## src/hdl/linear_recurrence_matrix_power_mod_assert.svh

```systemverilog
// ---------------------------------------------------------------------------
// Assertion macros for the matrix power block
// Clocked on aclk, disabled while aresetn is low.
// ---------------------------------------------------------------------------
`ifndef LINEAR_RECURRENCE_MATRIX_POWER_MOD_ASSERT_SVH
`define LINEAR_RECURRENCE_MATRIX_POWER_MOD_ASSERT_SVH

// same-cycle implication
`define LRMP_ASSERT_NOW(label, ante, cons) \
    label: assert property (@(posedge aclk) disable iff (!aresetn) (ante) |-> (cons)) \
        else $error("lrmp assertion failed");

// next-cycle implication
`define LRMP_ASSERT_NEXT(label, ante, cons) \
    label: assert property (@(posedge aclk) disable iff (!aresetn) (ante) |=> (cons)) \
        else $error("lrmp assertion failed");

`endif

```

## src/hdl/lrmp_pkg.sv

```systemverilog
// ---------------------------------------------------------------------------
// lrmp_pkg
// Types, constants and helpers shared by the matrix power block.
// ---------------------------------------------------------------------------
package lrmp_pkg;

    localparam int ELEM_W        = 14;
    localparam int TERM_W        = 63;
    localparam int ORDER_W       = 5;
    localparam int IN_TDATA_W    = 72;
    localparam int OUT_TDATA_W   = 16;
    localparam int PROD_W        = 2 * ELEM_W;
    localparam int BARRETT_SHIFT = 41;
    localparam int RECIP_W       = 28;

    localparam logic [ELEM_W-1:0]  MODULUS   = 14'd10007;
    localparam logic [RECIP_W-1:0] BARRETT_R =
        RECIP_W'((64'd1 << BARRETT_SHIFT) / 64'd10007);

    typedef enum logic [3:0] {
        ST_IDLE,
        ST_INIT,
        ST_DECIDE,
        ST_MUL,
        ST_DRAIN,
        ST_COPY,
        ST_STEP,
        ST_SUM,
        ST_FIN,
        ST_OUT
    } st_t;

    typedef enum logic {
        MODE_ACC,
        MODE_SQR
    } mul_mode_t;

    typedef struct packed {
        logic vld;
        logic last;
    } mac_tag_t;

    typedef struct packed {
        logic acc;
        logic pw;
        logic sc;
    } mem_we_t;

    function automatic logic [ELEM_W-1:0] mod_add(input logic [ELEM_W-1:0] a,
                                                  input logic [ELEM_W-1:0] b);
        logic [ELEM_W:0] s;
        s = {1'b0, a} + {1'b0, b};
        if (s >= {1'b0, MODULUS}) begin
            s = s - {1'b0, MODULUS};
        end
        return s[ELEM_W-1:0];
    endfunction

endpackage

```

## src/hdl/lrmp_mac.sv

```systemverilog
// ---------------------------------------------------------------------------
// lrmp_mac
// Pipelined modular multiply-accumulate: one product per cycle, Barrett
// reduction of each product, running sum modulo 10007 closed by last.
// ---------------------------------------------------------------------------
module lrmp_mac (
    input  logic                          aclk,
    input  logic                          aresetn,
    input  lrmp_pkg::mac_tag_t            in_tag,
    input  logic [lrmp_pkg::ELEM_W-1:0]   in_a,
    input  logic [lrmp_pkg::ELEM_W-1:0]   in_b,
    output logic                          out_vld,
    output logic [lrmp_pkg::ELEM_W-1:0]   out_data
);
    import lrmp_pkg::*;

    localparam int BQ_W = PROD_W + RECIP_W;
    localparam int Q_W  = ELEM_W + 1;

    mac_tag_t                tag1_reg, tag2_reg, tag3_reg;
    logic [PROD_W-1:0]       prod_reg, x2_reg;
    logic [BQ_W-1:0]         bq_reg;
    logic [Q_W-1:0]          rm_reg, rm_next;
    logic [Q_W-1:0]          q;
    logic [ELEM_W-1:0]       red;
    logic [ELEM_W-1:0]       sum;
    logic [ELEM_W-1:0]       acc_reg, acc_next;
    logic                    out_vld_reg;
    logic [ELEM_W-1:0]       out_data_reg;

    always_comb begin
        q       = bq_reg[BARRETT_SHIFT +: Q_W];
        rm_next = Q_W'(x2_reg - PROD_W'(q) * PROD_W'(MODULUS));
        if (rm_reg >= Q_W'(MODULUS)) begin
            red = ELEM_W'(rm_reg - Q_W'(MODULUS));
        end else begin
            red = ELEM_W'(rm_reg);
        end
        sum      = mod_add(acc_reg, red);
        acc_next = acc_reg;
        if (tag3_reg.vld) begin
            acc_next = tag3_reg.last ? '0 : sum;
        end
    end

    always_ff @(posedge aclk) begin
        if (!aresetn) begin
            tag1_reg    <= '0;
            tag2_reg    <= '0;
            tag3_reg    <= '0;
            acc_reg     <= '0;
            out_vld_reg <= 1'b0;
        end else begin
            tag1_reg    <= in_tag;
            tag2_reg    <= tag1_reg;
            tag3_reg    <= tag2_reg;
            acc_reg     <= acc_next;
            out_vld_reg <= tag3_reg.vld && tag3_reg.last;
        end
    end

    always_ff @(posedge aclk) begin
        prod_reg     <= in_a * in_b;
        bq_reg       <= BQ_W'(prod_reg) * BQ_W'(BARRETT_R);
        x2_reg       <= prod_reg;
        rm_reg       <= rm_next;
        out_data_reg <= sum;
    end

    assign out_vld  = out_vld_reg;
    assign out_data = out_data_reg;

endmodule

```

## config.mk

```make
export PLATFORM = sky130hd
export DESIGN_NAME = lrmp_mac
export DESIGN_NICKNAME = d
export VERILOG_FILES = /design/src/hdl/linear_recurrence_matrix_power_mod_assert.svh /design/src/hdl/lrmp_pkg.sv /design/src/hdl/lrmp_mac.sv
export SDC_FILE = /design/constraint.sdc
export NUM_CORES = 2
export LEC_CHECK = 0
export ABC_AREA = 0
export BUFFER_PORTS_ARGS = -buffer_cell sky130_fd_sc_hd__buf_2
export CORE_MARGIN = 5
export CORE_UTILIZATION = 55
export DETAILED_ROUTE_END_ITERATION = 8
export PLACE_DENSITY = 0.71
export SLEW_MARGIN = 5
export SYNTH_ARGS = -nofsm -noshare
export SYNTH_HDL_FRONTEND = slang
export SYNTH_SLANG_ARGS = --single-unit
```

## constraint.sdc

```tcl
create_clock -name aclk -period 10.1 [get_ports aclk]
set_clock_uncertainty 0.05 [all_clocks]
set_input_delay 3.03 -clock aclk [delete_from_list [all_inputs] [get_ports aclk]]
set_output_delay 3.03 -clock aclk [all_outputs]
set_load 0.03 [all_outputs]
```

# After elaboration in Yosys (flattened, before gate mapping)
# Index checks and enable logic that the tools add are counted.
dict set report classes {
  add_sub_neg 4
  mul 3
  div 0
  magnitude_cmp 2
  eq_ne 0
  n_shift 0
  muxes 3
  bitwise 0
  reduce_logical 1
}
# operator count
set ops {}
lappend ops {{28-bit by 28-bit multiplier with 56-bit output (second input constant)} 1}
lappend ops {{14-bit two-way mux} 3}
lappend ops {{15-bit by 14-bit greater-or-equal comparator with 1-bit output (second input constant)} 2}
lappend ops {{14-bit by 14-bit multiplier with 28-bit output} 1}
lappend ops {{14-bit subtractor (second input constant)} 2}
lappend ops {{14-bit by 14-bit adder with 15-bit output} 1}
lappend ops {{15-bit by 14-bit multiplier with 15-bit output (second input constant)} 1}
lappend ops {{15-bit subtractor} 1}
lappend ops {{1-bit logical AND} 1}
dict set report word_totals {
  ff_bits 149
  latch_bits 0
  ramBits 0
  rom_bits 0
  in_bits 32
  out_inout_bits 15
  word_cells 26
  mem_count 0
}

# Longest topological paths before layout
dict set report depth {
  word_depth 6
  depth_mapped 23
  mapped_depth_nobuf 23
}

# Least setup slack after synthesis
# OpenSTA, ideal clock, no wires.
dict set report synth_path {
  path_kind {in2reg}
  startpoint {input port in_b[2] (netlist name)}
  endpoint {register prod_reg[27]}
  setup_time_ns 0.121
  arrival_ns 8.307
  t_required_ns 9.929
  setup_slack_ns 1.622
  cell_stages 21
  path_buffers 1
  path_cell_list {clkbuf_1 > nand2_1 > fa_1 > inv_1 > fa_1 > fa_1 > inv_1 > fa_1 > fa_1 > inv_1 > fa_1 > ha_1 > a21o_1 > a21oi_1 > o31ai_1 > a311o_1 > nand2_1 > o21ai_1 > o211ai_1 > nand4b_1 > xnor2_1}
}
dict set report synth_via {
  elab_chain_cells 1
}
# element line
set synth_lines {}
lappend synth_lines {{from (decl)} lrmp_mac.sv:11} ;# input logic [lrmp_pkg::ELEM_W-1:0] in_b,
lappend synth_lines {{14-bit by 14-bit multiplier with 28-bit output} lrmp_mac.sv:63} ;# prod_reg <= in_a * in_b;
lappend synth_lines {{to (signal assigned)} lrmp_mac.sv:63}
lappend synth_lines {{to (decl)} lrmp_mac.sv:21} ;# logic [PROD_W-1:0] prod_reg, x2_reg;
# Every way passes these cells.
# A chain may end at the register's enable or synchronous reset.

# Worst setup path after layout
dict set report layout_path {
  startpoint {input port in_b[4] (netlist name)}
  endpoint {register prod_reg[25]}
}
# The elaborated chain is that of the path after synthesis.

==> flow_summary_export.csv <==
group,metric,value,unit
detailed_routing,drc_errors,0,
logic_synthesis,yosys.area.top_type_share,0.344,
logic_synthesis,synthCells,2541,
setup_path,critPathArrivalTime,8920,ps
die,pin_count,47,
die,die-height,219,µm
sta,hold_viol,0,
placed_design,dp_hpwl,47400,µm
setup_path,rr_endpoint,"bq_reg[51]",
grt,grt_remaining_overflow,0,
clock_network,cts.htree.levels,3,
logic_synthesis,ys_ff_latch,108,
sta,tns,0,ps
logic_synthesis,synth_nets,3443,
logic_synthesis,ys_types,77,
die,rows,76,
detailed_routing,top_layer,"met4",
die,chipWidth,219,µm
clock_network,cts_tree,"yes",
setup_path,reg2reg_slack,2980,ps
grt,grt_max_degree,25,
detailed_routing,dr.pass1.iters,5,
logic_synthesis,yosys.area.top_type,"fa_1",
clock_network,clockBufferDepth,2,
cells_and_area,layout.nets,3465,
setup_path,worstSetupPathType,"in -> reg",
sta,fin_crit,8700,ps
logic_synthesis,synth.most_common_cell,"inv_1",
clock_network,cts_buffers,9,
cells_and_area,area_growth,4.79,%
detailed_routing,wl_per_cell,17.0,µm
clock_network,clk_pin_slew_worst_paths,80,ps
min_path,hp-class,"reg -> reg",
clock_network,cts.sinks,108,
outcome,status,"finished clean",
cells_and_area,drive_above_1_share,0.0382,
logic_synthesis,ys_seq_area_frac,0.0901,
setup_path,worst_ep_required_time,10310,ps
detailed_routing,drtIter0Drc,879,
sta,fmax,115,MHz
logic_synthesis,synth.top_cells.by_area,"fa_1 (34%), ha_1 (24%), inv_1 (11%)",
cells_and_area,multi_input_area,19100,µm²
detailed_routing,wl_met3,2440,µm
detailed_routing,num_vias,16700,
logic_synthesis,syn_avg_cell_area,9.44,µm²
clock_network,clkLatencyLatePin,390,ps
logic_synthesis,yosys_warnings,0,
die,die_area,47900,µm²
die,start_util,0.557,
setup_path,endpoint,"prod_reg[25]",
sta,setup_viol_count_final,0,
placed_design,gp_congestion,0.980,
detailed_routing,viasPerCell,5.30,
flow_run,maxCapViolations,0,
logic_synthesis,async_flop_share,0,
clock_network,cts_root_buf,"clkbuf_16",
cells_and_area,regArea,2160,µm²
logic_synthesis,syn-cell-area,24000,µm²
grt,grt_pass1_wl,90000,µm
sta,slew_violations,0,
detailed_routing,ant_nets,0,
setup_path,cp-start-kind,"input port",
detailed_routing,met2WireLength,26300,µm
setup_path,worstSetupStartpoint,"in_b[4]",
die,coreArea,43100,µm²
min_path,min_delay_path_depth,1,
grt,grt.total_usage,0.236,
logic_synthesis,yosys_most_used_dff,"dfxtp_1",
sta,slew_headroom,0.274,
cells_and_area,fillers,3760,
detailed_routing,routed_wirelength,53500,µm
setup_path,rr_startpoint,"prod_reg[5]",
detailed_routing,wl_met1,23200,µm
logic_synthesis,synthTopCellsByCount,"inv_1 (690), ha_1 (458), fa_1 (412)",
sta,period_share,0.862,
setup_path,r2r_cells,18,
grt,grt_antenna_before_repair,0,
clock_network,post_cts_resized,0,
sta,worstMarginPinSlew,1090,ps
setup_path,end_kind,"flip-flop",
cells_and_area,largest_reg_flops,28,
cells_and_area,diodes,0,
clock_network,postCtsSetupBuffers,0,
clock_network,hold_buffers,0,
placed_design,port_buffers,46,
setup_path,crit_fanout,14,
sta,grt_setup_unrepaired,"false",
logic_synthesis,synth_edf_count,0,
grt,grt_pass1_vias,17900,
worst min path at each step:
| stage | from | to | slack (ps) |
|---|---|---|---|
| 3_3_place_gp | tag1_reg[1] | tag2_reg[1] | 360 |
| 6_report | tag2_reg[0] | tag3_reg[0] | 390 |
| 5_1_grt | tag1_reg[1] | tag2_reg[1] | 400 |
| 3_5_place_dp | tag1_reg[0] | tag2_reg[0] | 370 |
| 2_1_floorplan | tag1_reg[0] | tag2_reg[0] | 360 |
| 4_1_cts | tag1_reg[0] | tag2_reg[0] | 390 |
logic make-up (layout without fill, tap and decap cells):
kind of cell	count (synthesis)	in the layout	share of synthesized area
and+or+nand+nor	456	456	0.0947
AOI/OAI and AO/OA	267	267	0.0762
buffers and inverters	729	756	0.115
muxes	5	5	0.00224
DFF	108	108	0.0901
adders and majority gates	870	870	0.583
xor gates and xnor gates	106	106	0.0396
metal layers:
metal / vias to the layer above / track usage
met5: - / 0
met2: 350 / 0.406
met4: 0 / 0.0670
met3: 87 / 0.0292
li1: 7965 / -
met1: 8308 / 0.316
cell usage in the layout (no fill, tap or decap), drive strengths merged, types with 6 or more instances in the layout:
cell type	Yosys	final
nand3	34	34
ha	458	458
nor4	6	6
a31oi	7	7
nand2	179	179
buf	6	50
o211ai	7	7
and3	16	16
o21ai	50	50
fa	412	412
a21o	35	35
or4	6	6
dfxtp	108	108
o21bai	9	9
and2	96	96
or3	6	6
a21oi	81	81
nor2	52	52
xor2	28	28
xnor2	78	78
or2	6	6
a211o	6	6
nand4	14	14
clkbuf	33	9
nor3	20	20
a211oi	9	9
o21a	15	15
nand2b	10	10
inv	690	693
through the flow:
stage	worst slack, ps	area, µm²	hold WS, ps	instances	util
global placement	1200	24800	364	3137	0.576
global route	1100	25100	401	3153	0.584
floorplan	1620	24000	362	2541	-
finish	1400	25100	388	3153	0.584
CTS	1500	25100	390	3153	0.584
detailed placement	1100	24800	370	3137	0.576
critical path, cell delays in order:
cell and delay (ps):
buf_2 280, nand2_1 130, fa_1 550, inv_1 60
fa_1 530, inv_1 50, fa_1 490, inv_1 40
ha_1 270, inv_1 50, fa_1 520, inv_1 50
fa_1 490, ha_1 360, o21a_1 170, o31ai_1 110
o31ai_1 580, a311o_1 380, nand2_1 80, o21ai_1 320
o21a_1 180, a21oi_1 70, xnor2_1 130
cell type report:
type | count | area share
clock buffer | 9 | 0.00896
multi-input combinational | 1704 | 0.759
inverter | 690 | 0.103
sequential | 108 | 0.0860
clock inverter | 7 | 0.00353
timing repair buffer | 50 | 0.0104
tap | 585 | 0.0291
Power is left out: the tool's default activity adds up to more than one toggle a clock period on the data nets, which glitch-free logic cannot reach.
